### config.mk
export PLATFORM = sky130hd
export DESIGN_NAME = spaa_mul
export DESIGN_NICKNAME = d
export VERILOG_FILES = /design/src/hdl/spaa_pkg.sv /design/src/hdl/spaa_mul.sv
export SDC_FILE = /design/constraint.sdc
export NUM_CORES = 1
export LEC_CHECK = 0
export BUFFER_PORTS_ARGS = -buffer_cell sky130_fd_sc_hd__buf_2
export CAP_MARGIN = 10
export CORE_MARGIN = 2
export CORE_UTILIZATION = 55
export DETAILED_ROUTE_END_ITERATION = 7
export GPL_TIMING_DRIVEN = 0
export HOLD_SLACK_MARGIN = 0.1
export PLACE_DENSITY = 0.86
export SETUP_SLACK_MARGIN = 0.3
export SLEW_MARGIN = 20
export SYNTH_ARGS = -nofsm -noshare
export SYNTH_HDL_FRONTEND = slang
export SYNTH_SLANG_ARGS = --single-unit
### constraint.sdc
create_clock -name i_clk -period 14.8 [get_ports i_clk]
set_input_delay 0.74 -clock i_clk [delete_from_list [all_inputs] [get_ports i_clk]]
set_output_delay 0.74 -clock i_clk [all_outputs]
set_load 0.01 [all_outputs]
### src/hdl/spaa_pkg.sv
package spaa_pkg;

    // Rotation CORDIC step count (valid range 12 to 32).
    localparam int CORDIC_ITERATIONS = 24;
    localparam int CORDIC_CNT_W      = $clog2(CORDIC_ITERATIONS + 1);

    // CORDIC datapath widths.
    localparam int ANG_W = 36;
    localparam int XY_W  = 40;

    // Q30 angle constants.
    localparam logic signed [ANG_W-1:0] ANG_PI      = 36'sd3373259426;
    localparam logic signed [ANG_W-1:0] ANG_HALF_PI = 36'sd1686629713;
    localparam logic signed [XY_W-1:0]  CORDIC_GAIN = 40'sd652032874;

    // Fixed-point constants of the geometry.
    localparam logic signed [63:0] ONE_Q30     = 64'sd1073741824;
    localparam logic signed [63:0] EPS_EARTH   = 64'sd7188036;
    localparam logic signed [63:0] EPS_TROPO   = 64'sd9846229;
    localparam logic [63:0]        R_EARTH_NUM = 64'd1627328592 << 30;
    localparam logic [63:0]        R_TROPO_NUM = 64'd1629376592 << 30;
    localparam logic [21:0]        ZERO_ANGLE_SUB = 22'd104858;
    localparam logic signed [63:0] TROPO_MAX   = 64'sd16777215;
    localparam logic signed [63:0] HALF_MAX    = 64'sd33554431;

    // Arctangent of 2^-k in Q30.
    function automatic logic [29:0] atan_q30(input logic [4:0] k);
        logic [29:0] v;
        unique case (k)
            5'd0:  v = 30'd843314857;
            5'd1:  v = 30'd497837829;
            5'd2:  v = 30'd263043837;
            5'd3:  v = 30'd133525159;
            5'd4:  v = 30'd67021687;
            5'd5:  v = 30'd33543516;
            5'd6:  v = 30'd16775851;
            5'd7:  v = 30'd8388437;
            5'd8:  v = 30'd4194283;
            5'd9:  v = 30'd2097149;
            5'd31: v = 30'd0;
            default: v = 30'd1 << (5'd30 - k);
        endcase
        return v;
    endfunction

endpackage

### src/hdl/spaa_mul.sv
module spaa_mul (
    input  logic               i_clk,
    input  logic               i_rst_n,
    input  logic               i_start,
    input  logic signed [63:0] i_a,
    input  logic signed [63:0] i_b,
    output logic               o_done,
    output logic signed [63:0] o_prod
);
    import spaa_pkg::*;

    logic        r_busy;
    logic        r_neg;
    logic [63:0] r_ma;
    logic [63:0] r_mb;
    logic [63:0] r_acc;

    // Shift-and-add over the magnitudes; the sign is applied at the end.
    always_ff @(posedge i_clk) begin
        if (!i_rst_n) begin
            r_busy <= 1'b0;
            o_done <= 1'b0;
        end else begin
            o_done <= 1'b0;
            if (i_start) begin
                r_ma   <= i_a[63] ? 64'(-i_a) : 64'(i_a);
                r_mb   <= i_b[63] ? 64'(-i_b) : 64'(i_b);
                r_neg  <= i_a[63] ^ i_b[63];
                r_acc  <= '0;
                r_busy <= 1'b1;
            end else if (r_busy) begin
                if (r_mb == '0) begin
                    r_busy <= 1'b0;
                    o_done <= 1'b1;
                    o_prod <= r_neg ? -$signed(r_acc) : $signed(r_acc);
                end else begin
                    if (r_mb[0]) begin
                        r_acc <= r_acc + r_ma;
                    end
                    r_ma <= {r_ma[62:0], 1'b0};
                    r_mb <= {1'b0, r_mb[63:1]};
                end
            end
        end
    end

endmodule

==> flow_summary_export.csv <==
group,metric,value,unit
status,status,"finished, final reports clean",
synth,synth_xor_area_frac,0.110,
final_layout,layout_commonest_cell,"edfxtp_1",
placement,portBuffers,194,
cts,cts_tree,"yes",
placement,place_ws,10.24,ns
sta,period_minus_slack,4.16,ns
sta,slew_viol_final,0,
floorplanning,core_area,0.0316,mm2
floorplanning,dieArea,0.0337,mm2
routing,drc,0,
synth,synth_warnings,0,
sta,post-route-period-util,0.281,
routing,dr.pass1.iters,6,
cts,clk_pin_slew,0.06,ns
final_layout,drive_gt1_frac,0.168,
cts,root_buffer,"clkbuf_16",
sta,max_slew_margin,0.141,
routing,routed_wl,54.5,mm
setup_path,max_stage_delay,0.88,ns
synth,yosys.area_share.simple,0.171,
synth,synth_top_family_by_area,"simple AND/OR/NAND/NOR gates",
setup_path,critical_path_arrival,4.47,ns
global_routing,grt_use_total,0.319,
sta,worst_clock_skew,0.0198,ns
setup_path,path_cells,"ha_1 > inv_1 > fa_1 > nor2b_1 > o31a_1 > o21ai_0 > nand2_1 > a31oi_1 > nor4b_1 > o21a_1 > a21oi_1 > mux2_2",
global_routing,grt_pass1_wl,82.7,mm
routing,wl_per_cell,21.9,um
floorplanning,start_util,0.561,
floorplanning,ioPinCount,196,
synth,synth_cells,1828,
sta,rsz0062_at_grt,"false",
synth,synth_fp_nets,2026,
setup_path,crit_buf_inv,1,
pwr,p_per_area,111,mW/mm2
floorplanning,die_w,184,um
sta,finalHoldViolCount,0,
synth,ys.flop_type,"edfxtp_1",
synth,synth_mux_area_frac,0.0510,
setup_path,cp_slowest_cell,"nor4b_1",
final_layout,fin_nets,2263,
cts,ctsHoldBuffers,0,
cts,cts_buffer_depth,3,
global_routing,antenna_found_initial,8,
setup_path,crit_family,"simple AND/OR/NAND/NOR gates",
cts,post-cts-setup-buffers,0,
synth,synth.avg_cell_area,9.71,um2
cts,clock_latency,0.57,ns
setup_path,critPathMaxFanout,6,
routing,vias,16100,
placement,place_congestion,1.02,
setup_path,required,15.11,ns
final_layout,syn2layout_area_growth,14.7,%
cts,cts.sinks,259,
synth,yosysSeqAreaShare,0.437,
sta,tns,0,ns
final_layout,layout_common_cells,"edfxtp_1, nor2_1, buf_2, a21oi_1, nand2_1",
pwr,p_leak,7.39,nW
synth,ys_ff_latch,259,
cts,cts_resized,0,
setup_path,critical_path_class,"flop to flop",
setup_path,crit_path_start_kind,"flop",
sta,setup_ws,10.64,ns
flow_run,maxCapViolations,0,
synth,synth_edf_count,257,
worst_hold_path,hold_class,"primary input to flop",
synth,synthDistinctLibCells,63,
floorplanning,chipHeight,184,um
routing,antenna_left,0,
setup_path,endpoint_kind,"flop",
sta,finalSetupViolCount,0,
cts,numCtsBuffers,28,
cts,htreeDepth,1,
pwr,power.total,2.26,mW
sta,worst_pin_slew,1.28,ns
global_routing,grt_max_degree,47,
placement,dp_hpwl,42.1,mm
global_routing,gr-total-overflow,0,
final_layout,finalNonFillerCells,2490,
routing,via_per_inst,6.45,
pwr,vdd_drop_max,0.101,mV
synth,synth_adder_area_share,0.0476,
synth,synth_area,0.0178,mm2
synth,synth-async-reset-ratio,0,
synth,synth_compound_area_frac,0.161,
routing,drt_iter0_drc,1966,
sta,fmax,241,MHz
global_routing,grt_pass1_vias,15000,
placement,place_inst,2437,
floorplanning,core.rowCount,65,
where the power goes:
part | leakage, nW | switching, mW | internal, mW
clock network | 0.447 | 0.301 | 0.407
registers | 2.44 | 0.0563 | 0.897
logic | 4.51 | 0.359 | 0.237
area by class of cell:
type                    count  area, um2
well taps                 402        503
clock inverters            18        174
plain buffers              70        263
multi-input cells        1459       9610
repair buffers            207       1160
fillers                  2552      11300
inverters                  40        150
flip-flops and latches    259       7760
diodes                      4       10.0
clock buffers              31        733
worst register-to-register path: cells and delay by family, from the launching register on:
kind | cells | cell delay, ns
flip-flops | 1 | 0.43
multiplexers | 1 | 0.29
buffers and inverters | 1 | 0.06
adder cells (fa/ha/maj) | 2 | 0.58
AO/OA/AOI/OAI | 5 | 1.27
AND/OR/NAND/NOR | 3 | 1.29
Yosys cell counts, drive strengths merged (46+ instances only):
library cell / n / share of area
ha: 66 / 0.047
o21ai: 95 / 0.027
clkbuf: 61 / 0.013
edfxtp: 257 / 0.43
nor2: 205 / 0.043
xnor2: 132 / 0.065
mux2: 76 / 0.048
nand2: 140 / 0.030
nor4: 47 / 0.017
xor2: 91 / 0.045
nor3: 55 / 0.016
o31ai: 46 / 0.020
a21oi: 187 / 0.053
registers in the layout, summed over array words and instances (netlist names):
name    flops
o_prod     64
r_neg       1
r_mb       64
r_acc      64
o_done      1
r_busy      1
r_ma       64
kinds of logic (layout without fill, tap and decap cells):
logic type               after synthesis  count (layout)
adder cells (fa/ha/maj)               67              67
multiplexers                          81              81
AO/OA/AOI/OAI                        466             466
XOR/XNOR                             223             223
flip-flops                           259             259
buffers and inverters                110             366
other                                  0               4
AND/OR/NAND/NOR                      622             622
path summary, 6_finish.rpt:
kind,startpoint,to,slack (ns),cells past startpoint
worst max register to register,r_acc[0],r_acc[58],10.64,12
worst max-delay path,r_acc[0],r_acc[58],10.64,12
worst min-delay path,i_a[0],r_ma[0],0.47,2
worst min register to register,r_acc[0],o_prod[0],0.58,0
through the flow:
step                      utilization  hold slack, ns  instance area, um2
after CTS                       0.643           0.469               20300
after floorplan                     -           0.478               17800
after global placement          0.608           0.498               19200
after detailed placement        0.615           0.544               19400
after global routing            0.643           0.494               20400
final                           0.644           0.475               20400
layer usage:
| metal | global-route usage | wire length [um] |
|---|---|---|
| met5 | 0 | 50 |
| met4 | 0.137 | 2440 |
| met3 | 0.0493 | 4910 |
| met1 | 0.422 | 22000 |
| met2 | 0.523 | 25100 |
No activity file was read; power rests on OpenSTA's default activity.
