--- config.mk ---
export PLATFORM = sky130hd
export DESIGN_NAME = spaa_isqrt
export DESIGN_NICKNAME = d
export VERILOG_FILES = /design/src/hdl/spaa_pkg.sv /design/src/hdl/spaa_isqrt.sv
export SDC_FILE = /design/constraint.sdc
export NUM_CORES = 1
export LEC_CHECK = 0
export BUFFER_PORTS_ARGS = -buffer_cell sky130_fd_sc_hd__buf_2
export CAP_MARGIN = 20
export CORE_ASPECT_RATIO = 1.4
export CORE_MARGIN = 3
export CORE_UTILIZATION = 41
export DETAILED_ROUTE_END_ITERATION = 7
export GPL_TIMING_DRIVEN = 0
export PLACE_DENSITY = 0.66
export SLEW_MARGIN = 20
export SYNTH_ARGS = -nofsm -noshare
export SYNTH_HDL_FRONTEND = slang
export SYNTH_SLANG_ARGS = --single-unit
--- constraint.sdc ---
create_clock -name i_clk -period 21 [get_ports i_clk]
set_input_delay 4.2 -clock i_clk [delete_from_list [all_inputs] [get_ports i_clk]]
set_output_delay 4.2 -clock i_clk [all_outputs]
set_load 0.02 [all_outputs]
--- src/hdl/spaa_pkg.sv ---
package spaa_pkg;

    // Rotation CORDIC step count (valid range 12 to 32).
    localparam int CORDIC_ITERATIONS = 24;
    localparam int CORDIC_CNT_W      = $clog2(CORDIC_ITERATIONS + 1);

    // CORDIC datapath widths.
    localparam int ANG_W = 36;
    localparam int XY_W  = 40;

    // Q30 angle constants.
    localparam logic signed [ANG_W-1:0] ANG_PI      = 36'sd3373259426;
    localparam logic signed [ANG_W-1:0] ANG_HALF_PI = 36'sd1686629713;
    localparam logic signed [XY_W-1:0]  CORDIC_GAIN = 40'sd652032874;

    // Fixed-point constants of the geometry.
    localparam logic signed [63:0] ONE_Q30     = 64'sd1073741824;
    localparam logic signed [63:0] EPS_EARTH   = 64'sd7188036;
    localparam logic signed [63:0] EPS_TROPO   = 64'sd9846229;
    localparam logic [63:0]        R_EARTH_NUM = 64'd1627328592 << 30;
    localparam logic [63:0]        R_TROPO_NUM = 64'd1629376592 << 30;
    localparam logic [21:0]        ZERO_ANGLE_SUB = 22'd104858;
    localparam logic signed [63:0] TROPO_MAX   = 64'sd16777215;
    localparam logic signed [63:0] HALF_MAX    = 64'sd33554431;

    // Arctangent of 2^-k in Q30.
    function automatic logic [29:0] atan_q30(input logic [4:0] k);
        logic [29:0] v;
        unique case (k)
            5'd0:  v = 30'd843314857;
            5'd1:  v = 30'd497837829;
            5'd2:  v = 30'd263043837;
            5'd3:  v = 30'd133525159;
            5'd4:  v = 30'd67021687;
            5'd5:  v = 30'd33543516;
            5'd6:  v = 30'd16775851;
            5'd7:  v = 30'd8388437;
            5'd8:  v = 30'd4194283;
            5'd9:  v = 30'd2097149;
            5'd31: v = 30'd0;
            default: v = 30'd1 << (5'd30 - k);
        endcase
        return v;
    endfunction

endpackage

--- src/hdl/spaa_isqrt.sv ---
module spaa_isqrt (
    input  logic        i_clk,
    input  logic        i_rst_n,
    input  logic        i_start,
    input  logic [63:0] i_val,
    output logic        o_done,
    output logic [31:0] o_root
);
    import spaa_pkg::*;

    logic        r_busy;
    logic [63:0] r_v;
    logic [63:0] r_r;
    logic [63:0] r_bit;
    logic [63:0] trial;

    assign trial = r_r + r_bit;

    // Digit-by-digit square root, two radicand bits per cycle.
    always_ff @(posedge i_clk) begin
        if (!i_rst_n) begin
            r_busy <= 1'b0;
            o_done <= 1'b0;
        end else begin
            o_done <= 1'b0;
            if (i_start) begin
                r_v    <= i_val;
                r_r    <= '0;
                r_bit  <= 64'd1 << 62;
                r_busy <= 1'b1;
            end else if (r_busy) begin
                if (r_bit == '0) begin
                    r_busy <= 1'b0;
                    o_done <= 1'b1;
                    o_root <= r_r[31:0];
                end else begin
                    if (r_v >= trial) begin
                        r_v <= r_v - trial;
                        r_r <= {1'b0, r_r[63:1]} + r_bit;
                    end else begin
                        r_r <= {1'b0, r_r[63:1]};
                    end
                    r_bit <= {2'b00, r_bit[63:2]};
                end
            end
        end
    end

endmodule

==> flow_metrics.py <==
metrics = {
    "timing": {
        "fin_crit_sh_pct": 36.0,
        "drv_slew": 0,
        "fmax_ghz": 0.132,
        "setup-tns-final_ns": 0,
        "setup_viol": 0,
        "slew_headroom_pct": 32.8,
        "fin_skew_ns": 0.0149,
        "finalHoldViolations": 0,
        "fin_hold_ws_ns": 0.476,
        "rsz0062_at_grt": "no",
        "worst_pin_slew_ns": 1.00,
        "fin_crit_ns": 7.56,
    },
    "grt": {
        "grt_use_total_pct": 24.4,
        "antenna_found_initial": 1,
        "first_global_vias": 14900,
        "grt_max_degree": 25,
        "overflow": 0,
        "grt_pass1_wl_um": 81300,
    },
    "setup_path": {
        "arrival_ns": 7.73,
        "r2r-end": "r_v[42]$_DFFE_PP_",
        "critPathSlowestCell": "a2111oi_0",
        "worstPathCellList": "ha_1, a21o_1, a31oi_1, o21a_1, o31ai_1, a2111oi_0, o21ai_0, nand4_1, a21boi_0, xnor2_1, ha_1, clkbuf_1, nand4_1, or3_1, nand2b_1, o41ai_1, a221oi_1, o211ai_1, nor2_1, nor2b_4, buf_12",
        "cp_slowest_stage_delay_ns": 0.87,
        "crit_fanout": 24,
        "worst-r2r-setup-slack_ns": 13.44,
        "r2r-start": "r_r[2]$_SDFFCE_PP0P_",
        "crit_type": "reg -> reg",
        "crit_path_start_kind": "flop",
        "critPathLaunch": "r_r[2]$_SDFFCE_PP0P_",
        "end_kind": "flop",
        "reg2reg_depth": 21,
        "required_ns": 21.16,
    },
    "final_layout": {
        "finalNonFillerCells": 2490,
        "final_nets": 2147,
        "utilization_pct": 46.6,
        "antenna_cells": 0,
        "area_delta_synth_final_pct": 11.9,
        "drive_gt1_share_pct": 10.8,
    },
    "cts": {
        "clk_latency_ns": 0.47,
        "numCtsBuffers": 17,
        "clk_pin_slew_ns": 0.08,
        "cts_tree": "yes",
        "ctsResizeCount": 0,
        "cts_setup_buffers": 0,
        "cts-htree-levels": 4,
        "cts_root_buffer": "clkbuf_16",
        "clock-sinks": 194,
        "hold_buffers": 0,
        "clk_path_buf_depth": 2,
    },
    "yosys": {
        "synthCells": 1820,
        "syn_nets": 2018,
        "yosys_warnings": 0,
        "synth_area_sq_mm": 0.0164,
        "synth.yosys.seq_area_share_pct": 35.4,
        "async_flop_share_pct": 0,
        "synth-edff-count": 192,
        "ys_seq_elements": 194,
        "synth_flop_cell": "edfxtp_1",
        "synthDistinctLibCells": 85,
        "synth_area_per_cell_sq_um": 9.00,
    },
    "placement": {
        "gp_congestion": 0.962,
        "numPlacedInstances": 2458,
        "io_buffers": 99,
        "dp.final_hpwl_um": 42000,
    },
    "die": {
        "die_area_sq_mm": 0.0424,
        "chipWidth_um": 175,
        "std_cell_rows": 86,
        "coreArea_sq_mm": 0.0394,
        "initial_core_util_pct": 41.6,
        "die_h_um": 243,
        "io_pins": 100,
    },
    "pwr": {
        "ir_worst_vdd_mv": 0.0559,
        "total_power_uw": 1630,
        "powerDensity_mw_per_mm2": 88.6,
        "leakagePower_uw": 0.00685,
    },
    "drt": {
        "via_count": 15100,
        "antenna_left": 0,
        "via_per_inst": 6.08,
        "drcViolationCount": 0,
        "wirelength_um": 52900,
        "wl_per_cell_um": 21.3,
        "drtPass1Iterations": 6,
        "first_iter_violations": 1108,
    },
    "flow_run": {
        "max-cap-violations": 0,
    },
    "min_path": {
        "hp-class": "reg -> reg",
        "holdPathEnd": "o_root[0]$_DFFE_PP_",
        "hp-start": "r_r[0]$_SDFFCE_PP0P_",
        "min_delay_path_depth": 0,
    },
    "outcome": {
        "status": "finished, final reports clean",
    },
}
synth_stat cells, types with 4 or more instances:
library cell	instances	area [sq um]
a21boi_0	13	97.6
or3_1	20	125
ha_1	130	1630
a41oi_1	6	52.6
and2_1	19	119
o21a_1	25	188
nand4_1	51	319
nor2b_1	55	344
o21ba_2	5	50.1
edfxtp_1	192	5770
a22o_1	7	61.3
nor2_1	137	514
buf_2	12	60.1
or4_1	4	30.0
a31oi_1	51	319
and3_1	13	81.3
xnor2_1	81	709
o31ai_1	18	135
nand2b_1	14	87.6
clkbuf_1	48	180
o21bai_1	34	255
a211oi_1	27	203
nor3_1	25	125
o211ai_1	14	105
xor2_1	71	622
a221oi_1	8	70.1
nand3_1	40	200
mux2i_1	8	80.1
nor3b_1	4	30.0
nand2_1	203	762
o2111ai_1	6	52.6
a31o_2	14	123
inv_1	38	143
o311ai_0	7	61.3
a211o_1	4	35.0
and4_1	5	43.8
nor4_1	18	113
clkbuf_8	6	82.6
a311oi_1	7	61.3
mux2_2	4	45.0
o21ai_0	133	666
a21o_1	51	383
a21oi_1	131	656
flip-flops by register name, summed over array words and instances, names as in the netlist:
| register | flops |
|---|---|
| r_busy | 1 |
| o_root | 32 |
| o_done | 1 |
| r_r | 64 |
| r_bit | 32 |
| r_v | 64 |
per-layer routing:
metal | track usage [%] | wire [um] | up-vias
met4 | 13.7 | 3040 | 2
met1 | 27.4 | 20800 | 7252
li1 | - | - | 7174
met5 | 0 | 13 | -
met2 | 44.0 | 26700 | 547
met3 | 3.14 | 2380 | 153
cell families after synthesis:
family,after synthesis,synth area share (%)
AO/OA/AOI/OAI,601,24.1
flip-flops,194,35.4
buffers and inverters,109,3.07
XOR/XNOR,152,8.12
adder cells (fa/ha/maj),131,10.0
AND/OR/NAND/NOR,621,18.4
multiplexers,12,0.763
cell type report:
type | instances | area [sq um]
Fill cell | 3914 | 21000
Clock buffer | 18 | 429
Tap cell | 528 | 661
Timing Repair Buffer | 110 | 678
Sequential cell | 194 | 5810
Multi-Input combinational cell | 1517 | 10100
Buffer | 70 | 358
Clock inverter | 14 | 160
Inverter | 39 | 146
through the flow:
stage	area, sq um	setup slack [ns]
after floorplan	16400	6.08
after global placement	17500	0.909
after detailed placement	17800	13.64
after CTS	18300	13.64
after global routing	18300	13.06
final	18300	13.44
critical path, delay by kind of cell, from the launching register on:
family                     cells  cell delay [ns]
xor gates and xnor gates       1             0.41
AOI/OAI and AO/OA             10             3.15
and+or+nand+nor                6             2.07
adders and majority gates      2             0.57
buffers and inverters          2             0.52
DFF                            1             0.50
worst max path at each step:
stage                      endpoint  cells after the start  slack [ns]
3_3_place_gp      r_v[11]$_DFFE_PP_                      4        0.91
5_1_grt           r_v[44]$_DFFE_PP_                     21       13.06
3_5_place_dp   o_root[30]$_DFFE_PP_                      9       13.64
6_report          r_v[42]$_DFFE_PP_                     21       13.44
4_1_cts           r_v[42]$_DFFE_PP_                     21       13.64
2_1_floorplan      r_v[0]$_DFFE_PP_                      3        6.08
power by group:
group	total, uW	internal [uW]	switching (uW)
Sequential	529	485	43.9
Clock	340	170	170
Combinational	757	291	466
Total	1630	945	680
layout by cell type (no fill, tap or decap), drive strengths merged, types with 28 or more instances in the layout:
cell type and n:
a211oi 28, a21o 54, a21oi 131, a31oi 51, buf 124, clkbuf 73
edfxtp 192, ha 130, inv 46, nand2 203, nand3 40, nand4 53
nor2 137, nor2b 55, o21ai 136, o21bai 34, xnor2 81, xor2 71
(Power assumes the default switching activity.)
