$ cat config.mk
export PLATFORM = sky130hd
export DESIGN_NAME = spaa_cordic
export DESIGN_NICKNAME = d
export VERILOG_FILES = /design/src/hdl/spaa_pkg.sv /design/src/hdl/spaa_cordic.sv
export SDC_FILE = /design/constraint.sdc
export NUM_CORES = 1
export LEC_CHECK = 0
export ABC_AREA = 1
export BUFFER_PORTS_ARGS = -buffer_cell sky130_fd_sc_hd__buf_2
export CAP_MARGIN = 20
export CORE_UTILIZATION = 35
export CTS_CLUSTER_SIZE = 14
export DETAILED_ROUTE_END_ITERATION = 12
export GPL_TIMING_DRIVEN = 0
export PLACE_DENSITY = 0.54
export SLEW_MARGIN = 20
export SYNTH_ARGS = -nofsm -noshare
export SYNTH_HDL_FRONTEND = slang
export SYNTH_SLANG_ARGS = --single-unit
$ cat constraint.sdc
create_clock -name i_clk -period 17.16 [get_ports i_clk]
set_input_delay 5.148 -clock i_clk [delete_from_list [all_inputs] [get_ports i_clk]]
set_output_delay 5.148 -clock i_clk [all_outputs]
set_load 0.02 [all_outputs]
$ cat src/hdl/spaa_pkg.sv
package spaa_pkg;

    // Rotation CORDIC step count (valid range 12 to 32).
    localparam int CORDIC_ITERATIONS = 24;
    localparam int CORDIC_CNT_W      = $clog2(CORDIC_ITERATIONS + 1);

    // CORDIC datapath widths.
    localparam int ANG_W = 36;
    localparam int XY_W  = 40;

    // Q30 angle constants.
    localparam logic signed [ANG_W-1:0] ANG_PI      = 36'sd3373259426;
    localparam logic signed [ANG_W-1:0] ANG_HALF_PI = 36'sd1686629713;
    localparam logic signed [XY_W-1:0]  CORDIC_GAIN = 40'sd652032874;

    // Fixed-point constants of the geometry.
    localparam logic signed [63:0] ONE_Q30     = 64'sd1073741824;
    localparam logic signed [63:0] EPS_EARTH   = 64'sd7188036;
    localparam logic signed [63:0] EPS_TROPO   = 64'sd9846229;
    localparam logic [63:0]        R_EARTH_NUM = 64'd1627328592 << 30;
    localparam logic [63:0]        R_TROPO_NUM = 64'd1629376592 << 30;
    localparam logic [21:0]        ZERO_ANGLE_SUB = 22'd104858;
    localparam logic signed [63:0] TROPO_MAX   = 64'sd16777215;
    localparam logic signed [63:0] HALF_MAX    = 64'sd33554431;

    // Arctangent of 2^-k in Q30.
    function automatic logic [29:0] atan_q30(input logic [4:0] k);
        logic [29:0] v;
        unique case (k)
            5'd0:  v = 30'd843314857;
            5'd1:  v = 30'd497837829;
            5'd2:  v = 30'd263043837;
            5'd3:  v = 30'd133525159;
            5'd4:  v = 30'd67021687;
            5'd5:  v = 30'd33543516;
            5'd6:  v = 30'd16775851;
            5'd7:  v = 30'd8388437;
            5'd8:  v = 30'd4194283;
            5'd9:  v = 30'd2097149;
            5'd31: v = 30'd0;
            default: v = 30'd1 << (5'd30 - k);
        endcase
        return v;
    endfunction

endpackage

$ cat src/hdl/spaa_cordic.sv
module spaa_cordic (
    input  logic                           i_clk,
    input  logic                           i_rst_n,
    input  logic                           i_start,
    input  logic signed [spaa_pkg::ANG_W-1:0] i_angle,
    output logic                           o_done,
    output logic signed [spaa_pkg::XY_W-1:0]  o_sin,
    output logic signed [spaa_pkg::XY_W-1:0]  o_cos
);
    import spaa_pkg::*;

    logic                    r_busy;
    logic [CORDIC_CNT_W-1:0] r_cnt;
    logic signed [XY_W-1:0]  r_x;
    logic signed [XY_W-1:0]  r_y;
    logic signed [ANG_W-1:0] r_z;
    logic                    r_neg;
    logic [4:0]              k;
    logic signed [XY_W-1:0]  dx;
    logic signed [XY_W-1:0]  dy;
    logic signed [ANG_W-1:0] da;

    assign k  = 5'(r_cnt);
    assign dx = r_y >>> k;
    assign dy = r_x >>> k;
    assign da = ANG_W'($signed({1'b0, atan_q30(k)}));

    always_ff @(posedge i_clk) begin
        if (!i_rst_n) begin
            r_busy <= 1'b0;
            o_done <= 1'b0;
        end else begin
            o_done <= 1'b0;
            if (i_start) begin
                // Fold the angle into the right half plane; cosine is negated.
                if (i_angle > ANG_HALF_PI) begin
                    r_z   <= ANG_PI - i_angle;
                    r_neg <= 1'b1;
                end else if (i_angle < -ANG_HALF_PI) begin
                    r_z   <= -ANG_PI - i_angle;
                    r_neg <= 1'b1;
                end else begin
                    r_z   <= i_angle;
                    r_neg <= 1'b0;
                end
                r_x    <= CORDIC_GAIN;
                r_y    <= '0;
                r_cnt  <= '0;
                r_busy <= 1'b1;
            end else if (r_busy) begin
                if (r_cnt == CORDIC_CNT_W'(CORDIC_ITERATIONS)) begin
                    r_busy <= 1'b0;
                    o_done <= 1'b1;
                    o_sin  <= r_y;
                    o_cos  <= r_neg ? -r_x : r_x;
                end else begin
                    if (!r_z[ANG_W-1]) begin
                        r_x <= r_x - dx;
                        r_y <= r_y + dy;
                        r_z <= r_z - da;
                    end else begin
                        r_x <= r_x + dx;
                        r_y <= r_y - dy;
                        r_z <= r_z + da;
                    end
                    r_cnt <= r_cnt + 1'b1;
                end
            end
        end
    end

endmodule

==> summary.txt, run 1 <==
Worst setup path
  • FF-to-FF End: r_z[35]$_DFFE_PP_
  • RR Startpoint: k[1]$_SDFFCE_PP0P_
  • CP Max Fanout: 10
  • Critical Path End Type: register
  • Critical Path AT: 8.07 ns
  • R2R depth: 38
  • Worst reg-to-reg setup slack: 10.01 ns
  • Req. time, crit path: 17.47 ns
  • Startpoint Class: input pin
  • Crit Path Category: input pin to register

Clock network
  • Hold buffers post-CTS: 0
  • Clk sinks: 204
  • Clock slew at reported path FFs: 0.07 ns
  • Clock Tree Root: clkbuf_16
  • TritonCTS clock tree: built
  • # H-tree levels: 1
  • Deepest clock path buffer count: 3
  • Worst-Skew Late Latency: 0.59 ns
  • CTS buffer count: 25
  • Post-CTS Setup Inserts: 0
  • # resized after CTS: 0

Pwr
  • Seq pwr share: 21.8%
  • Pwr Density: 140 nW/µm²
  • Switching power: 2.17 mW
  • Sw frac: 54.6%
  • Internal power consumption: 1.81 mW
  • Tot Pwr: 3.98 mW
  • Clk pwr share: 13.8%
  • Peak supply drop: 0.0000812 V
  • Leakage: 13.1 nW
  • Gate power share: 64.4%

Die
  • Die span in x: 273 µm
  • Core Area: 72100 µm²
  • Rows: 98
  • Effective utilization at floorplan: 35.6%
  • Io pins: 120
  • Die ar.: 74500 µm²
  • Die H: 273 µm

Synth
  • Mapped Nets: 4256
  • EDFF count, synth: 202
  • Syn avg cell area: 6.28 µm²
  • Gate Count Post-Synth: 4089
  • Count leader, synth: nand2_1
  • Share of async-settable or async-resettable flops after synthesis: 0%
  • Top post-synthesis cells by area: edfxtp_1 24%, nand2_1 16%, nand3_1 11%, ha_1 6.1%, nor2_1 6.0%
  • Seq/Total Area, Yosys: 23.8%
  • Cell taking the most area after synthesis: edfxtp_1
  • Share of the synthesized area in the top cell type: 23.6%
  • Post-synth top cells: 1089 x nand2_1, 581 x nand3_1, 413 x nor2_1, 388 x inv_1, 280 x a21oi_1
  • Synth Flop Type: edfxtp_1
  • Synth unique cells: 68
  • Register bit count reported by yosys: 204
  • Ys Warns: 0
  • Post-Synthesis Cell Area: 25700 µm²

Worst hold path
  • Min-Delay Startpoint: r_x[0]$_SDFFCE_PP0P_
  • Hold crit path type: register to register
  • Hold depth: 0
  • Hold Path End: o_cos[0]$_DFFE_PP_

STA
  • RSZ-0062 raised after global routing: false
  • Final Max Tran Viols: 0
  • Slack of the critical path: 9.40 ns
  • Tcrit/Tclk final: 45.2%
  • Number of hold violations in the final report: 0
  • Least-Margin Pin Slew: 1.20 ns
  • Relative slew slack: 20.0%
  • Max Fclk: 129 MHz
  • Final setup vio count: 0
  • Final Skew: 0.0421 ns
  • Minimum clock period: 7.76 ns
  • Setup TNS: 0 ns

Final layout
  • ANT cells: 0
  • Area Overhead vs Synth: 10.9%
  • Fill count: 8060
  • Final #Nets: 4399
  • Final non-filler cell total: 5200
  • Layout cells sized above 1: 9.22%
  • Finished Core Util: 39.5%
  • Area of the multi-input gates: 17200 µm²
  • Sequential cell area: 6110 µm²

Place
  • Number of port buffers: 107
  • Final HPWL DP: 99.6 mm
  • GP Congestion: 1.10
  • Dpl cells: 5155
  • DP Worst Slack: 8.68 ns

GRT
  • GRT Overall Usage: 31.8%
  • Initial antenna violation count: 3
  • Global route total overflow: 0
  • First-pass GRT wire length: 177 mm
  • Number of global-route vias before repair: 27508
  • Largest net degree at the start of global routing: 26

Route
  • Via count of the routed design: 29464
  • DRC viols: 0
  • Per-cell routed wire length: 23.3 µm
  • Antenna viol nets, final: 0
  • Initial DRC count: 3180
  • Via-to-Cell Ratio: 5.67
  • Pre-antenna DRT Iters: 7
  • WL final: 121 mm

Status
  • Status: finished clean

Flow run
  • Max-cap viol count: 0
[cell usage in the layout, fill, tap and decap left out, drive strengths merged, types with 5 or more instances in the layout]
cell type | netlist | routed
a21oi | 284 | 284
xor2 | 108 | 108
inv | 409 | 412
a31oi | 44 | 44
nand4 | 56 | 56
o211ai | 28 | 28
nand2 | 1115 | 1115
nand3 | 591 | 591
or2 | 15 | 15
nor2 | 441 | 441
nand3b | 9 | 9
edfxtp | 202 | 202
o31ai | 8 | 8
buf | 111 | 227
nor3 | 47 | 47
xnor2 | 41 | 41
nor4 | 15 | 15
o21ai | 309 | 309
o21a | 19 | 19
a21boi | 7 | 7
clkinv | 5 | 17
o21bai | 6 | 6
clkbuf | 37 | 63
o2111ai | 5 | 5
a21o | 25 | 25
ha | 125 | 125
[routing by layer]
metal,wire [µm],track usage [%]
met2,54300,51.9
met5,0,0
met1,51300,42.0
met3,9430,3.91
met4,6040,14.1
[worst max-delay path by stage]
stage	from	to	slack (ns)	cells after the start
4_1_cts	i_angle[27]	r_z[22]$_DFFE_PP_	9.28	13
3_5_place_dp	i_angle[27]	r_z[22]$_DFFE_PP_	8.68	13
2_1_floorplan	i_rst_n	k[0]$_SDFFCE_PP0P_	2.69	2
3_3_place_gp	i_rst_n	r_y[34]$_SDFFCE_PP0P_	-2.80	3
5_1_grt	i_angle[27]	r_z[22]$_DFFE_PP_	9.04	13
6_report	i_angle[27]	r_z[29]$_DFFE_PP_	9.40	15
[power groups by stage]
stage / Combinational [mW] / Clock, mW / Sequential, mW
global route: 2.84 / 0.580 / 0.870
finish: 2.57 / 0.549 / 0.867
CTS: 2.51 / 0.561 / 0.864
floorplan: 1.80 / 0 / 0.773
global placement: 2.49 / 0 / 0.889
detailed placement: 2.50 / 0 / 0.874
[worst max-delay path, stage by stage]
cell	delay [ns]
buf_2	0.10
clkinv_1	0.24
nor2_1	0.31
nand3_1	0.13
nor3_1	0.46
nand3_1	0.25
nand3_1	0.47
inv_1	0.24
buf_2	0.26
nand2_1	0.09
o21ai_0	0.08
nand2_1	0.07
nand2_1	0.06
nand2_1	0.09
nand2_1	0.06
[flip-flops by register name, indices dropped and copies added, names as in the netlist]
name    cells
k           5
o_cos      40
o_done      1
o_sin      40
r_busy      1
r_neg       1
r_x        40
r_y        40
r_z        36
[cell type report]
class                      count  area share (%)
multi-input combinational   3323            60.4
sequential                   204            21.4
inverter                     414            5.49
tap                          950            4.17
buffer                       148            2.91
timing repair buffer         116            2.70
clock buffer                  26            2.21
clock inverter                19           0.659
[per-stage QoR]
step,instance area [µm²],hold slack (ns)
detailed placement,27700,0.540
global route,28500,0.573
finish,28500,0.563
global placement,27400,0.483
CTS,28500,0.557
floorplan,25700,0.424
[kinds of logic after synthesis]
family          share of synthesized area (%)
simple gates                             39.0
compound gates                           16.4
buf+inv                                  9.29
flops                                    23.8
xor+xnor                                 5.24
fa+ha+maj                                6.32
Power figures use the tool's default switching activity.
==> inputs of run 2 (changes only) <==
PLACE_DENSITY = 0.56   (was 0.54)
clock period = 6.2 ns   (was 17.16 ns; I/O delays follow)
==> run 2 against run 1 <==
Effect of this change:
- final cell count increased by 0.12%
- first-iteration DRC count is 9.5% lower
- clock skew fell by 0.017 ns
==> summary.txt, run 2 (same netlist as run 1, synthesis figures left out) <==
Status
  • Status: finished clean

Route
  • Via-to-Cell Ratio: 5.67
  • Initial DRC count: 2879
  • Antenna viol nets, final: 0
  • Via count of the routed design: 29538
  • Pre-antenna DRT Iters: 6
  • Per-cell routed wire length: 24.4 µm
  • WL final: 127 mm
  • DRC viols: 0

Worst setup path
  • FF-to-FF End: r_z[33]$_DFFE_PP_
  • CP Max Fanout: 11
  • Startpoint Class: register
  • Crit Path Category: register to register
  • Critical Path End Type: register
  • R2R depth: 35
  • RR Startpoint: k[0]$_SDFFCE_PP0P_
  • Slowest CP cell: edfxtp_1
  • Worst reg-to-reg setup slack: 0.23 ns
  • Req. time, crit path: 6.52 ns
  • CP max stage delay: 0.51 ns
  • Critical Path AT: 6.28 ns

GRT
  • Initial antenna violation count: 2
  • First-pass GRT wire length: 184 mm
  • Global route total overflow: 0
  • Number of global-route vias before repair: 27903
  • Largest net degree at the start of global routing: 28
  • GRT Overall Usage: 33.3%

Clock network
  • Hold buffers post-CTS: 0
  • Worst-Skew Late Latency: 0.60 ns
  • Clk sinks: 204
  • CTS buffer count: 27
  • TritonCTS clock tree: built
  • Clock Tree Root: clkbuf_16
  • Deepest clock path buffer count: 3
  • Clock slew at reported path FFs: 0.06 ns
  • # H-tree levels: 1

Pwr
  • Leakage: 13.1 nW
  • Pwr Density: 389 nW/µm²
  • Peak supply drop: 0.000223 V

Final layout
  • Final instance area: 28700 µm²
  • Area Overhead vs Synth: 11.8%
  • Final #Nets: 4406
  • Layout cells sized above 1: 9.80%
  • Most frequent cells in the layout: 1088 x nand2_1, 579 x nand3_1, 407 x nor2_1
  • Commonest non-fill, non-tap cell in the layout: nand2_1
  • ANT cells: 0

STA
  • Final setup vio count: 0
  • Final Max Tran Viols: 0
  • Number of hold violations in the final report: 0
  • Max Fclk: 168 MHz
  • Tcrit/Tclk final: 96.3%
  • Final Skew: 0.0253 ns
  • Slack of the critical path: 0.232 ns
  • Relative slew slack: 20.8%
  • Minimum clock period: 5.97 ns
  • Least-Margin Pin Slew: 1.19 ns

Worst hold path
  • Min-Delay Startpoint: r_y[39]$_SDFFCE_PP0P_
  • Hold crit path type: register to register
  • Hold depth: 0
  • Hold Path End: o_sin[39]$_DFFE_PP_

Die
  • Die H: 273 µm
  • Rows: 98
  • Io pins: 120
  • Die span in x: 273 µm
  • Core Area: 72100 µm²
  • Die ar.: 74500 µm²
  • Effective utilization at floorplan: 35.6%

Place
  • Number of port buffers: 107
  • GP Congestion: 1.05
  • Final HPWL DP: 105 mm
  • DP Worst Slack: -0.851 ns
  • Cell Area, Placed: 27700 µm²

Flow run
  • Max-cap viol count: 0
-- run 2: layout make-up --
class	instances	area, µm²
plain buffers	147	845
flip-flops and latches	204	6110
repair buffers	122	821
clock inverters	12	119
well taps	950	1190
multi-input cells	3323	17400
fillers	8002	43400
clock buffers	34	702
inverters	414	1560
-- run 2: how the worst max path moves through the flow --
| stage | endpoint | from |
|---|---|---|
| 6_report | r_z[33]$_DFFE_PP_ | k[0]$_SDFFCE_PP0P_ |
| 2_1_floorplan | k[0]$_SDFFCE_PP0P_ | i_rst_n |
| 3_5_place_dp | r_z[33]$_DFFE_PP_ | k[0]$_SDFFCE_PP0P_ |
| 3_3_place_gp | r_y[38]$_SDFFCE_PP0P_ | k[4]$_SDFFCE_PP0P_ |
| 5_1_grt | r_z[34]$_DFFE_PP_ | k[0]$_SDFFCE_PP0P_ |
| 4_1_cts | r_z[22]$_DFFE_PP_ | k[0]$_SDFFCE_PP0P_ |
-- run 2: where the power goes --
part / internal (mW) / switching [mW] / total [mW] / leakage [nW]
Clock: 0.876 / 0.651 / 1.53 / 0.397
Sequential: 1.93 / 0.521 / 2.45 / 1.92
Combinational: 2.26 / 4.93 / 7.19 / 10.8
Total: 5.06 / 6.10 / 11.2 / 13.1
-- run 2: worst max-delay path: cells and delay by family, from the launching register on --
| kind | cells | cell delay (ns) |
|---|---|---|
| fa+ha+maj | 3 | 0.82 |
| buf+inv | 9 | 1.32 |
| compound gates | 4 | 0.54 |
| flops | 1 | 0.51 |
| simple gates | 19 | 2.45 |
-- run 2: what timing repair did --
item	in CTS	in global routing
setup buffers	2	2
endpoints found under the hold margin	0	0
setup endpoints to repair	6	28
resized for setup	9	40
pin swaps	1	2
-- run 2: metal layers --
layer | track usage, % | up-vias | wire length, µm
met3 | 4.96 | 261 | 8840
met5 | 0 | - | 0
met2 | 55.4 | 1180 | 58300
li1 | - | 14168 | -
met4 | 13.4 | 0 | 5660
met1 | 43.0 | 13929 | 54200
-- run 2: metrics by stage --
| step | cells | power (mW) | hold WS (ns) | util [%] | setup TNS, ns |
|---|---|---|---|---|---|
| after detailed placement | 5157 | 9.38 | 0.493 | 38.4 | -3.03 |
| after global placement | 5146 | 9.39 | 0.500 | 38.0 | -282.45 |
| final | 5206 | 11.2 | 0.504 | 39.8 | 0 |
| after global routing | 5206 | 12.0 | 0.508 | 39.8 | -0.00736 |
| after floorplan | 4089 | 7.10 | 0.424 | - | 0 |
| after CTS | 5205 | 11.0 | 0.508 | 39.6 | 0 |
