File: config.mk
export PLATFORM = sky130hd
export DESIGN_NAME = spaa_div
export DESIGN_NICKNAME = d
export VERILOG_FILES = /design/src/hdl/spaa_pkg.sv /design/src/hdl/spaa_div.sv
export SDC_FILE = /design/constraint.sdc
export NUM_CORES = 1
export LEC_CHECK = 0
export ABC_AREA = 0
export BUFFER_PORTS_ARGS = -buffer_cell sky130_fd_sc_hd__buf_2
export CAP_MARGIN = 20
export CORE_ASPECT_RATIO = 1.25
export CORE_MARGIN = 10
export CORE_UTILIZATION = 58
export CTS_CLUSTER_DIAMETER = 200
export CTS_CLUSTER_SIZE = 30
export DETAILED_ROUTE_END_ITERATION = 12
export PLACE_DENSITY = 0.81
export SLEW_MARGIN = 20
export SYNTH_ARGS = -nofsm -noshare
export SYNTH_HDL_FRONTEND = slang
export SYNTH_SLANG_ARGS = --single-unit
export TNS_END_PERCENT = 1
File: constraint.sdc
create_clock -name i_clk -period 9.6 [get_ports i_clk]
set_input_delay 1.44 -clock i_clk [delete_from_list [all_inputs] [get_ports i_clk]]
set_output_delay 1.44 -clock i_clk [all_outputs]
set_load 0.1 [all_outputs]
File: src/hdl/spaa_pkg.sv
package spaa_pkg;

    // Rotation CORDIC step count (valid range 12 to 32).
    localparam int CORDIC_ITERATIONS = 24;
    localparam int CORDIC_CNT_W      = $clog2(CORDIC_ITERATIONS + 1);

    // CORDIC datapath widths.
    localparam int ANG_W = 36;
    localparam int XY_W  = 40;

    // Q30 angle constants.
    localparam logic signed [ANG_W-1:0] ANG_PI      = 36'sd3373259426;
    localparam logic signed [ANG_W-1:0] ANG_HALF_PI = 36'sd1686629713;
    localparam logic signed [XY_W-1:0]  CORDIC_GAIN = 40'sd652032874;

    // Fixed-point constants of the geometry.
    localparam logic signed [63:0] ONE_Q30     = 64'sd1073741824;
    localparam logic signed [63:0] EPS_EARTH   = 64'sd7188036;
    localparam logic signed [63:0] EPS_TROPO   = 64'sd9846229;
    localparam logic [63:0]        R_EARTH_NUM = 64'd1627328592 << 30;
    localparam logic [63:0]        R_TROPO_NUM = 64'd1629376592 << 30;
    localparam logic [21:0]        ZERO_ANGLE_SUB = 22'd104858;
    localparam logic signed [63:0] TROPO_MAX   = 64'sd16777215;
    localparam logic signed [63:0] HALF_MAX    = 64'sd33554431;

    // Arctangent of 2^-k in Q30.
    function automatic logic [29:0] atan_q30(input logic [4:0] k);
        logic [29:0] v;
        unique case (k)
            5'd0:  v = 30'd843314857;
            5'd1:  v = 30'd497837829;
            5'd2:  v = 30'd263043837;
            5'd3:  v = 30'd133525159;
            5'd4:  v = 30'd67021687;
            5'd5:  v = 30'd33543516;
            5'd6:  v = 30'd16775851;
            5'd7:  v = 30'd8388437;
            5'd8:  v = 30'd4194283;
            5'd9:  v = 30'd2097149;
            5'd31: v = 30'd0;
            default: v = 30'd1 << (5'd30 - k);
        endcase
        return v;
    endfunction

endpackage

File: src/hdl/spaa_div.sv
module spaa_div (
    input  logic        i_clk,
    input  logic        i_rst_n,
    input  logic        i_start,
    input  logic [63:0] i_num,
    input  logic [63:0] i_den,
    output logic        o_done,
    output logic [63:0] o_quot
);
    import spaa_pkg::*;

    logic        r_busy;
    logic [6:0]  r_cnt;
    logic [63:0] r_q;
    logic [63:0] r_den;
    logic [64:0] r_rem;
    logic [64:0] rem_sh;
    logic        fits;

    assign rem_sh = {r_rem[63:0], r_q[63]};
    assign fits   = rem_sh >= {1'b0, r_den};

    // Restoring division, one quotient bit per cycle.
    always_ff @(posedge i_clk) begin
        if (!i_rst_n) begin
            r_busy <= 1'b0;
            o_done <= 1'b0;
        end else begin
            o_done <= 1'b0;
            if (i_start) begin
                r_q    <= i_num;
                r_den  <= i_den;
                r_rem  <= '0;
                r_cnt  <= '0;
                r_busy <= 1'b1;
            end else if (r_busy) begin
                if (r_cnt == 7'd64) begin
                    r_busy <= 1'b0;
                    o_done <= 1'b1;
                    o_quot <= r_q;
                end else begin
                    r_rem <= fits ? rem_sh - {1'b0, r_den} : rem_sh;
                    r_q   <= {r_q[62:0], fits};
                    r_cnt <= r_cnt + 1'b1;
                end
            end
        end
    end

endmodule

==> results_dict.tcl, run 1 <==
set metrics [dict create \
    status "complete, no violations" \
    p_seq_frac 0.525 \
    first_iter_violations 480 \
    synth_fa_ha_area_frac 0.0613 \
    crit_path_end_kind "flip-flop" \
    ir_drop_mv 0.178 \
    fmax_mhz 200 \
    synthTopCellsByArea "edfxtp_1 57%, ha_1 6.0%, mux2_2 5.2%" \
    tightest_slew_ns 1.03 \
    synth_ff_type "edfxtp_1" \
    cp.required_ns 9.94 \
    seqCellArea_sq_mm 0.00794 \
    grt_overflow 0 \
    drc 0 \
    finalPower_w 0.00268 \
    clock_path_buffers 3 \
    ios 196 \
    rsz0062_at_grt "false" \
    start_util 0.585 \
    reg2reg_slack_ns 4.59 \
    critical_path_class "flip-flop to flip-flop" \
    synth-warning-count 0 \
    synth-simple-area-share 0.0871 \
    clockPowerShare 0.223 \
    maxSlewHeadroom 0.314 \
    post-route-period-util 0.522 \
    placed_cells 1581 \
    cellPowerDensity_mw_per_mm2 174 \
    grt_pass1_vias 9843 \
    synth.most_common_cell "edfxtp_1" \
    crit_arrival_ns 5.35 \
    wl_per_cell_um 20.2 \
    p_int_w 0.00190 \
    skew_ns 0.0342 \
    hpwl_um 24100 \
    area_delta_synth_final_pct 11.3 \
    first_pass_iters 5 \
    multi_input_area_sq_mm 0.00535 \
    hold_class "flip-flop to flip-flop" \
    min_period_ns 5.01 \
    grt_first_pass_wirelength_um 51400 \
    setup_viol 0 \
    antenna_found_initial 8 \
    whs_path_depth 0 \
    netlist_area_sq_mm 0.0138 \
    cts-root-buf "clkbuf_16" \
    swShare 0.290 \
    cts_buffers 12 \
    synth_top_family_by_area "compound AO/OA/AOI/OAI gates" \
    core_sq_mm 0.0236 \
    die_h_um 192 \
    grt_max_degree 81 \
    slew_viol_final 0 \
    hold_end "o_quot[57]$_DFFE_PP_" \
    htree_levels 1 \
    hold_path.startpoint "r_q[57]$_DFFE_PP_" \
    synthCells 1136 \
    clkLatencyLatePin_ns 0.50 \
    rows 63 \
    fillers 1788 \
    clock_sinks 265 \
    post_cts_resized 0 \
    r2r-end "r_rem[55]$_SDFFCE_PP0P_" \
    p_leak_nw 6.23 \
    finalHoldViolCount 0 \
    synth-xor-area-share 0.0413 \
    r2r_start "r_rem[18]$_SDFFCE_PP0P_" \
    hold_ws_ns 0.453 \
    antenna_left 0 \
    synth-edff-count 263 \
    place_ws_ns 4.51 \
    ff2ff_path_depth 12 \
    async_flop_share 0 \
    dr_total_vias 9418 \
    ys_seq_area_frac 0.576 \
    synth_top_area_share 0.573 \
    synthTopCellsByCount "263 x edfxtp_1, 99 x nor2_1, 82 x a21oi_1, 81 x inv_1, 69 x nand2_1" \
    die_x_um 158 \
    drive_above_1_share 0.227 \
    ys_seq_elements 265 \
    cts_tree "built" \
    pwr-share-comb 0.251 \
    syn_area_per_cell_sq_um 12.1 \
    synth.distinct_cells 60 \
    p_switching_w 0.000776 \
    syn_nets 1334 \
    synth_largest_area_cell "edfxtp_1" \
    cts_setup_buffers 0 \
    grt_use_total 0.212 \
    dieArea_sq_mm 0.0304 \
    synth.mux.area_fraction 0.0878 \
    fin_cells 1602 \
    place.gp.congestion 0.927 \
    post_drt_via_cell_ratio 5.88 \
    startpoint_type "flip-flop" \
    hold_buffers 0 \
    setup-tns-final_ns 0 \
    synth_compound_area_frac 0.109 \
    drt-total-wl_um 32300 \
    drv_cap 0 \
    fin_ws_ns 4.59 \
    path_max_fanout 65 \
    clkTransAtPathRegs_ns 0.12 \
    nets 1501 \
    portBuffers 195 \
]
## how the worst max path moves through the flow
stage                                  startpoint                 endpoint  slack, ns
final                     r_rem[18]$_SDFFCE_PP0P_  r_rem[55]$_SDFFCE_PP0P_       4.59
after global routing      r_rem[18]$_SDFFCE_PP0P_  r_rem[55]$_SDFFCE_PP0P_       4.23
after CTS                 r_rem[18]$_SDFFCE_PP0P_  r_rem[55]$_SDFFCE_PP0P_       4.57
after detailed placement                  i_start  r_rem[10]$_SDFFCE_PP0P_       4.51
after global placement                    i_start  r_rem[28]$_SDFFCE_PP0P_       4.64
after floorplan                           i_start   r_cnt[0]$_SDFFCE_PP0P_       0.98
## critical path, stage by stage, from the launching register on
cell       delay, ns
edfxtp_1        0.41
ha_1            0.44
nand2_1         0.13
or3_1           0.40
or4_4           0.51
o31a_1          0.32
a2111oi_2       0.42
o211ai_1        0.18
a2111o_1        0.49
nand3_4         0.07
buf_4           0.78
nand2_1         0.40
o21ai_0         0.27
## stage by stage
step	cell area, sq um	utilization
3_3_place_gp	15000	0.636
3_5_place_dp	15000	0.636
5_1_grt	15300	0.651
6_report	15300	0.651
4_1_cts	15300	0.651
2_1_floorplan	13800	-
## power by group through the flow
stage	sequential (W)	clock (W)	combinational, W
floorplan	0.00143	0	0.000507
global placement	0.00143	0	0.000650
detailed placement	0.00143	0	0.000664
CTS	0.00141	0.000620	0.000669
global route	0.00141	0.000645	0.000744
finish	0.00141	0.000598	0.000672
## area by class of cell
cell class,instances,area share
Tap cell,292,0.0238
Sequential cell,265,0.517
Clock inverter,1,0.000489
Antenna cell,3,0.000489
Inverter,82,0.0201
Clock buffer,17,0.0222
Multi-Input combinational cell,741,0.349
Timing Repair Buffer,201,0.0667
## cell usage in the layout (no fill, tap or decap), types with 16 or more instances in the layout
| cell type | Yosys | layout |
|---|---|---|
| a21o_1 | 21 | 21 |
| a21oi_1 | 82 | 82 |
| buf_2 | 6 | 194 |
| edfxtp_1 | 263 | 263 |
| ha_1 | 66 | 66 |
| inv_1 | 81 | 81 |
| mux2_2 | 64 | 64 |
| mux2i_1 | 49 | 49 |
| nand2_1 | 69 | 69 |
| nand4_1 | 22 | 22 |
| nor2_1 | 99 | 99 |
| o21ai_0 | 45 | 45 |
| o21bai_1 | 16 | 16 |
| xnor2_1 | 34 | 34 |
| xor2_1 | 31 | 31 |
## per-layer routing
metal / up-vias / track usage / routed length [um]
li1: 4512 / - / -
met1: 4518 / 0.242 / 12500
met2: 300 / 0.364 / 16000
met3: 76 / 0.0725 / 2740
met4: 12 / 0.0677 / 969
met5: - / 0 / 86
## kinds of logic (layout without fill, tap and decap cells)
group	after synthesis	in the layout
AO/OA/AOI/OAI	236	236
buffers and inverters	130	301
AND/OR/NAND/NOR	260	260
XOR/XNOR	65	65
multiplexers	113	113
other	0	3
adder cells (fa/ha/maj)	67	67
flip-flops	265	265
## sequential cells by signal, indices dropped and copies added, names as in the netlist
name / cells
o_quot: 64
r_den: 64
r_busy: 1
r_rem: 64
r_cnt: 7
r_q: 64
o_done: 1
Note: power is estimated with default switching activity, not from simulation.
==> inputs of run 2 (changes only) <==
- ABC_AREA: 0 -> 1
- CORE_UTILIZATION: 58 -> 54
- PLACE_DENSITY: 0.81 -> 0.78
- clock period: 9.6 -> 4.3 ns (I/O delays scaled with it)
==> results_dict.tcl, run 2 <==
set metrics [dict create \
    status "complete, no violations" \
    clockPowerShare 0.192 \
    core_sq_mm 0.0308 \
    cts_tree "built" \
    tightest_slew_ns 1.07 \
    path_max_fanout 50 \
    start_util 0.545 \
    cp.required_ns 4.66 \
    postLayoutCellArea_sq_mm 0.0185 \
    ff2ff_path_depth 17 \
    maxSlewHeadroom 0.285 \
    hold_buffers 0 \
    clkTransAtPathRegs_ns 0.12 \
    ys_seq_elements 265 \
    r2r-end "r_rem[31]$_SDFFCE_PP0P_" \
    placed_cell_area_sq_mm 0.0182 \
    p_int_w 0.00445 \
    rsz0062_at_grt "false" \
    hpwl_um 37700 \
    crit_path_end_kind "flip-flop" \
    first_pass_iters 7 \
    clock_sinks 265 \
    htree_levels 1 \
    nets 2618 \
    die_x_um 178 \
    ios 196 \
    first_iter_violations 838 \
    finalHoldViolCount 0 \
    synth.distinct_cells 35 \
    portBuffers 195 \
    fin_ws_ns 0.765 \
    place.gp.congestion 1.05 \
    path_cells "ha_1 -> nand2_1 -> nand2_1 -> nand2_1 -> nand2_1 -> inv_2 -> nand3_2 -> nand2_2 -> nand2_2 -> nand2_2 -> nand2_2 -> nand2_4 -> nand2_4 -> inv_2 -> buf_4 -> nor2_2 -> nor2_1" \
    post_cts_resized 0 \
    grt_overflow 0 \
    final_common_cell "nand2_1" \
    grt_use_met2 0.431 \
    setup_viol 0 \
    grt_use_total 0.243 \
    p_leak_nw 9.76 \
    grt_pass1_vias 14400 \
    hold_path.startpoint "i_den[3]" \
    synth_largest_area_cell "edfxtp_1" \
    clock_path_buffers 3 \
    synthTopCellsByArea "edfxtp_1 47%, nand2_1 21%, inv_1 9.4%" \
    wl_per_cell_um 16.8 \
    synth-warning-count 0 \
    area_delta_synth_final_pct 10.2 \
    grtUsageMet1 0.268 \
    cts_buffers 12 \
    netlist_area_sq_mm 0.0168 \
    r2r_start "r_rem[5]$_SDFFCE_PP0P_" \
    cts-root-buf "clkbuf_16" \
    swShare 0.360 \
    dieArea_sq_mm 0.0386 \
    slew_viol_final 0 \
    critical_path_class "flip-flop to flip-flop" \
    fmax_mhz 283 \
    place_ws_ns 0.822 \
    hold_end "r_den[3]$_DFFE_PP_" \
    ir_drop_mv 0.434 \
    cp_slowest_cell "nand2_4" \
    cts_setup_buffers 0 \
    grt_first_pass_wirelength_um 74700 \
    startpoint_type "flip-flop" \
    async_flop_share 0 \
    post-route-period-util 0.822 \
    syn_nets 2441 \
    max_stage_delay_ns 0.52 \
    synth_top_area_share 0.470 \
    syn_area_per_cell_sq_um 7.49 \
    antenna_left 0 \
    pwr-share-comb 0.346 \
    reg2reg_slack_ns 0.77 \
    fillers 2911 \
    rows 72 \
    synth_ff_type "edfxtp_1" \
    setup-tns-final_ns 0 \
    synthTopCellsByCount "932 x nand2_1, 422 x inv_1, 263 x edfxtp_1, 206 x nor2_1, 66 x ha_1" \
    die_h_um 217 \
    ys_seq_area_frac 0.472 \
    path_buf_inv 3 \
    cp.depth 17 \
    drt-total-wl_um 47500 \
    drv_cap 0 \
    hold_class "input pin to flip-flop" \
    antenna_found_initial 9 \
    p_switching_w 0.00250 \
    met3_usage 0.0618 \
    skew_ns 0.0199 \
    post_drt_via_cell_ratio 5.08 \
    whs_path_depth 1 \
    grt_max_degree 136 \
    crit_arrival_ns 3.89 \
    cp_top_family "simple AND/OR/NAND/NOR gates" \
    dr_total_vias 14400 \
    synth.most_common_cell "nand2_1" \
    p_seq_frac 0.462 \
    finalPower_w 0.00695 \
    clkLatencyLatePin_ns 0.51 \
    min_period_ns 3.53 \
    grt-busiest-layer "met2" \
    synth-edff-count 263 \
    drive_above_1_share 0.125 \
    synthCells 2243 \
    drc 0 \
    layout_common_cells "931 x nand2_1, 421 x inv_1, 263 x edfxtp_1" \
    cellPowerDensity_mw_per_mm2 375 \
]
-- run 2: changes by cell type in the layout (fill, tap and decap cells not counted), moves of 48 or more --
cell	before	now
inv_1	81	421
mux2_2	64	0
mux2i_1	49	0
nand2_1	69	931
nand3_1	13	61
nand3b_1	0	55
nor2_1	99	205
-- run 2: worst max path at each step --
| stage | start | end | slack, ns |
|---|---|---|---|
| 2_1_floorplan | i_start | o_quot[0]$_DFFE_PP_ | -0.16 |
| 3_3_place_gp | r_rem[5]$_SDFFCE_PP0P_ | r_rem[31]$_SDFFCE_PP0P_ | 0.99 |
| 3_5_place_dp | r_rem[5]$_SDFFCE_PP0P_ | r_rem[31]$_SDFFCE_PP0P_ | 0.82 |
| 4_1_cts | r_rem[5]$_SDFFCE_PP0P_ | r_rem[31]$_SDFFCE_PP0P_ | 0.78 |
| 5_1_grt | r_rem[2]$_SDFFCE_PP0P_ | r_rem[31]$_SDFFCE_PP0P_ | 0.50 |
| 6_report | r_rem[5]$_SDFFCE_PP0P_ | r_rem[31]$_SDFFCE_PP0P_ | 0.77 |
-- run 2: per-stage QoR --
step | cells | hold WS [ns] | util
floorplan | 2243 | 0.426 | -
global placement | 2813 | 0.430 | 0.590
detailed placement | 2813 | 0.434 | 0.590
CTS | 2829 | 0.289 | 0.601
global route | 2831 | 0.281 | 0.601
finish | 2833 | 0.302 | 0.601
-- run 2: kinds of logic after synthesis --
kind of cell / synth area share
AOI/OAI and AO/OA: 0.0166
adders and majority gates: 0.0503
and+or+nand+nor: 0.331
buffers and inverters: 0.113
DFF: 0.472
xor gates and xnor gates: 0.0167
-- run 2: routing by layer --
layer / vias up / routed length, um
met3: 105 / 3590
met1: 6608 / 18000
met2: 467 / 23700
met5: - / 49
li1: 7190 / -
met4: 8 / 2200
-- run 2: final cells by class --
cell class                      count  area (sq um)  area share
Sequential cell                   265          7940       0.429
Multi-Input combinational cell   1494          7000       0.378
Inverter                          443          1660      0.0899
Timing Repair Buffer              204          1060      0.0570
Tap cell                          407           509      0.0275
Clock buffer                       15           333      0.0180
Antenna cell                        4          10.0    0.000541
Clock inverter                      1          7.51    0.000406
-- run 2: power groups by stage --
stage	Clock, W	Sequential, W	Combinational, W
floorplan	0	0.00324	0.00174
global placement	0	0.00325	0.00233
detailed placement	0	0.00327	0.00238
CTS	0.00136	0.00321	0.00239
global route	0.00145	0.00323	0.00270
finish	0.00133	0.00321	0.00240
-- run 2: worst reg2reg max path, cell delays in order, from the launching register on --
cell and delay (ns):
edfxtp_1 0.41, ha_1 0.34, nand2_1 0.09, nand2_1 0.09
nand2_1 0.07, nand2_1 0.09, inv_2 0.06, nand3_2 0.16
nand2_2 0.10, nand2_2 0.08, nand2_2 0.08, nand2_2 0.07
nand2_4 0.52, nand2_4 0.08, inv_2 0.42, buf_4 0.48
nor2_2 0.11, nor2_1 0.14
==> inputs of run 3 (changes only) <==
- ABC_AREA: 1 -> 0
- CORE_UTILIZATION: 54 -> 58
- PLACE_DENSITY: 0.78 -> 0.81
- clock period: 4.3 -> 3.63 ns (I/O delays scaled with it)
==> results_dict.tcl, run 3 (synthesis gave the netlist of run 1 again) <==
set metrics [dict create \
    status "complete, but fails checks" \
    violations "setup timing" \
    grt_overflow 0 \
    p_leak_nw 6.78 \
    path_cells "ha_4 -> nand4_1 -> or3_4 -> or4_4 -> o31a_1 -> a2111oi_4 -> o211ai_1 -> a2111o_1 -> nand3_4 -> bufbuf_16 -> mux2i_1 -> nor2_1" \
    place.gp.congestion 0.940 \
    clkLatencyLatePin_ns 0.50 \
    path_max_fanout 15 \
    tightest_slew_ns 0.861 \
    setup-tns-final_ns -17.25 \
    drt-total-wl_um 34300 \
    met3_length_um 3140 \
    dr_total_vias 9935 \
    rows 63 \
    rsz0062_at_grt "true" \
    nets 1606 \
    drv_cap 0 \
    antenna_left 0 \
    cts_buffers 12 \
    hold_class "input pin to flip-flop" \
    max_stage_delay_ns 0.50 \
    fin_cells 1704 \
    whs_path_depth 1 \
    hold_end "r_den[5]$_DFFE_PP_" \
    first_pass_iters 7 \
    slew_viol_final 0 \
    crit_path_end_kind "flip-flop" \
    fin_ws_ns -0.345 \
    area_delta_synth_final_pct 17.9 \
    drive_above_1_share 0.288 \
    final_common_cell "edfxtp_1" \
    htree_levels 1 \
    r2r_start "r_rem[23]$_SDFFCE_PP0P_" \
    post-route-period-util 1.10 \
    cp_slowest_cell "or4_4" \
    cts-root-buf "clkbuf_16" \
    fmax_mhz 252 \
    startpoint_type "flip-flop" \
    clock_path_buffers 3 \
    reg2reg_slack_ns -0.35 \
    grt_first_pass_wirelength_um 53500 \
    skew_ns 0.0173 \
    placed_cells 1684 \
    clkTransAtPathRegs_ns 0.12 \
    wl_met1_um 12800 \
    clock_sinks 265 \
    setup_viol 65 \
    ff2ff_path_depth 12 \
    dieArea_sq_mm 0.0304 \
    critical_path_class "flip-flop to flip-flop" \
    first_iter_violations 599 \
    r2r-end "r_rem[53]$_SDFFCE_PP0P_" \
    grt_pass1_vias 10300 \
    cts_tree "built" \
    crit_arrival_ns 4.22 \
    core_sq_mm 0.0236 \
    die_h_um 192 \
    start_util 0.585 \
    layout_common_cells "263 x edfxtp_1, 194 x buf_2, 106 x buf_4" \
    min_period_ns 3.98 \
    cp.required_ns 3.87 \
    top_layer "met5" \
    finalHoldViolCount 0 \
    die_x_um 158 \
    drc 0 \
    grt_use_total 0.222 \
    cellPowerDensity_mw_per_mm2 452 \
    hold_path.startpoint "i_den[5]" \
    grt_max_degree 116 \
    portBuffers 195 \
    hpwl_um 25600 \
    ir_drop_mv 0.445 \
    wl_per_cell_um 20.1 \
    antenna_found_initial 6 \
    post_drt_via_cell_ratio 5.83 \
    wl_met2_um 17300 \
    ios 196 \
    maxSlewHeadroom 0.426 \
]
==> run 3: cell count changes in the layout (fill, tap and decap cells not counted), sizes merged, moves of 49 or more <==
cell	delta
inv	-359
buf	+101
mux2	+64
nand3b	-55
nor2	-149
nand3	-49
mux2i	+49
nand2	-874
==> run 3: how the worst max path moves through the flow <==
stage                                 start                       to  slack (ns)  cells past startpoint
global route        r_rem[23]$_SDFFCE_PP0P_  r_rem[47]$_SDFFCE_PP0P_       -0.51                     12
CTS                 r_rem[23]$_SDFFCE_PP0P_  r_rem[53]$_SDFFCE_PP0P_       -0.30                     12
floorplan                           i_start      o_quot[0]$_DFFE_PP_       -0.49                      4
detailed placement  r_rem[23]$_SDFFCE_PP0P_  r_rem[38]$_SDFFCE_PP0P_       -0.42                     12
finish              r_rem[23]$_SDFFCE_PP0P_  r_rem[53]$_SDFFCE_PP0P_       -0.35                     12
global placement    r_rem[23]$_SDFFCE_PP0P_  r_rem[32]$_SDFFCE_PP0P_       -0.31                     12
==> run 3: repair_timing <==
item,4_1_cts,5_1_grt
hold buffers,0,0
buffers inserted,0,1
gates cloned,1,0
gates resized for setup,3,4
setup endpoints to repair,65,65
pin swaps,2,0
endpoints found under the hold margin,0,0
==> run 3: metal layers <==
metal  vias up  track usage
met5         -            0
met4        10       0.0623
met3        73       0.0769
met2       343        0.391
met1      4789        0.247
li1       4720            -
==> run 3: per-stage QoR <==
stage | util | instance area, sq um | worst slack, ns | total power (W) | hold WS, ns
after floorplan | - | 13800 | -0.487 | 0.00510 | 0.422
after global placement | 0.671 | 15800 | -0.312 | 0.00574 | 0.425
after detailed placement | 0.671 | 15800 | -0.419 | 0.00579 | 0.434
after CTS | 0.688 | 16200 | -0.301 | 0.00737 | 0.202
after global routing | 0.690 | 16300 | -0.507 | 0.00770 | 0.191
final | 0.690 | 16300 | -0.345 | 0.00735 | 0.210
==> run 3: power by group <==
part           switching, W  leakage, nW  internal (W)
registers         0.0000980         2.50       0.00362
clock network      0.000904        0.164      0.000664
logic               0.00111         4.12      0.000953
total               0.00211         6.78       0.00524
==> run 3: final cells by class <==
cell class	count	area [sq um]
well taps	292	365
multi-input cells	741	5410
diodes	1	2.50
clock inverters	1	7.51
clock buffers	16	337
flip-flops and latches	265	7940
fillers	1781	7310
repair buffers	306	1890
inverters	82	308
==> run 3: worst max-delay path: cells and delay by family, from the launching register on <==
family | cells | cell delay (ns)
buf+inv | 1 | 0.31
compound gates | 4 | 1.30
mux | 1 | 0.19
fa+ha+maj | 1 | 0.30
flops | 1 | 0.45
simple gates | 5 | 1.17
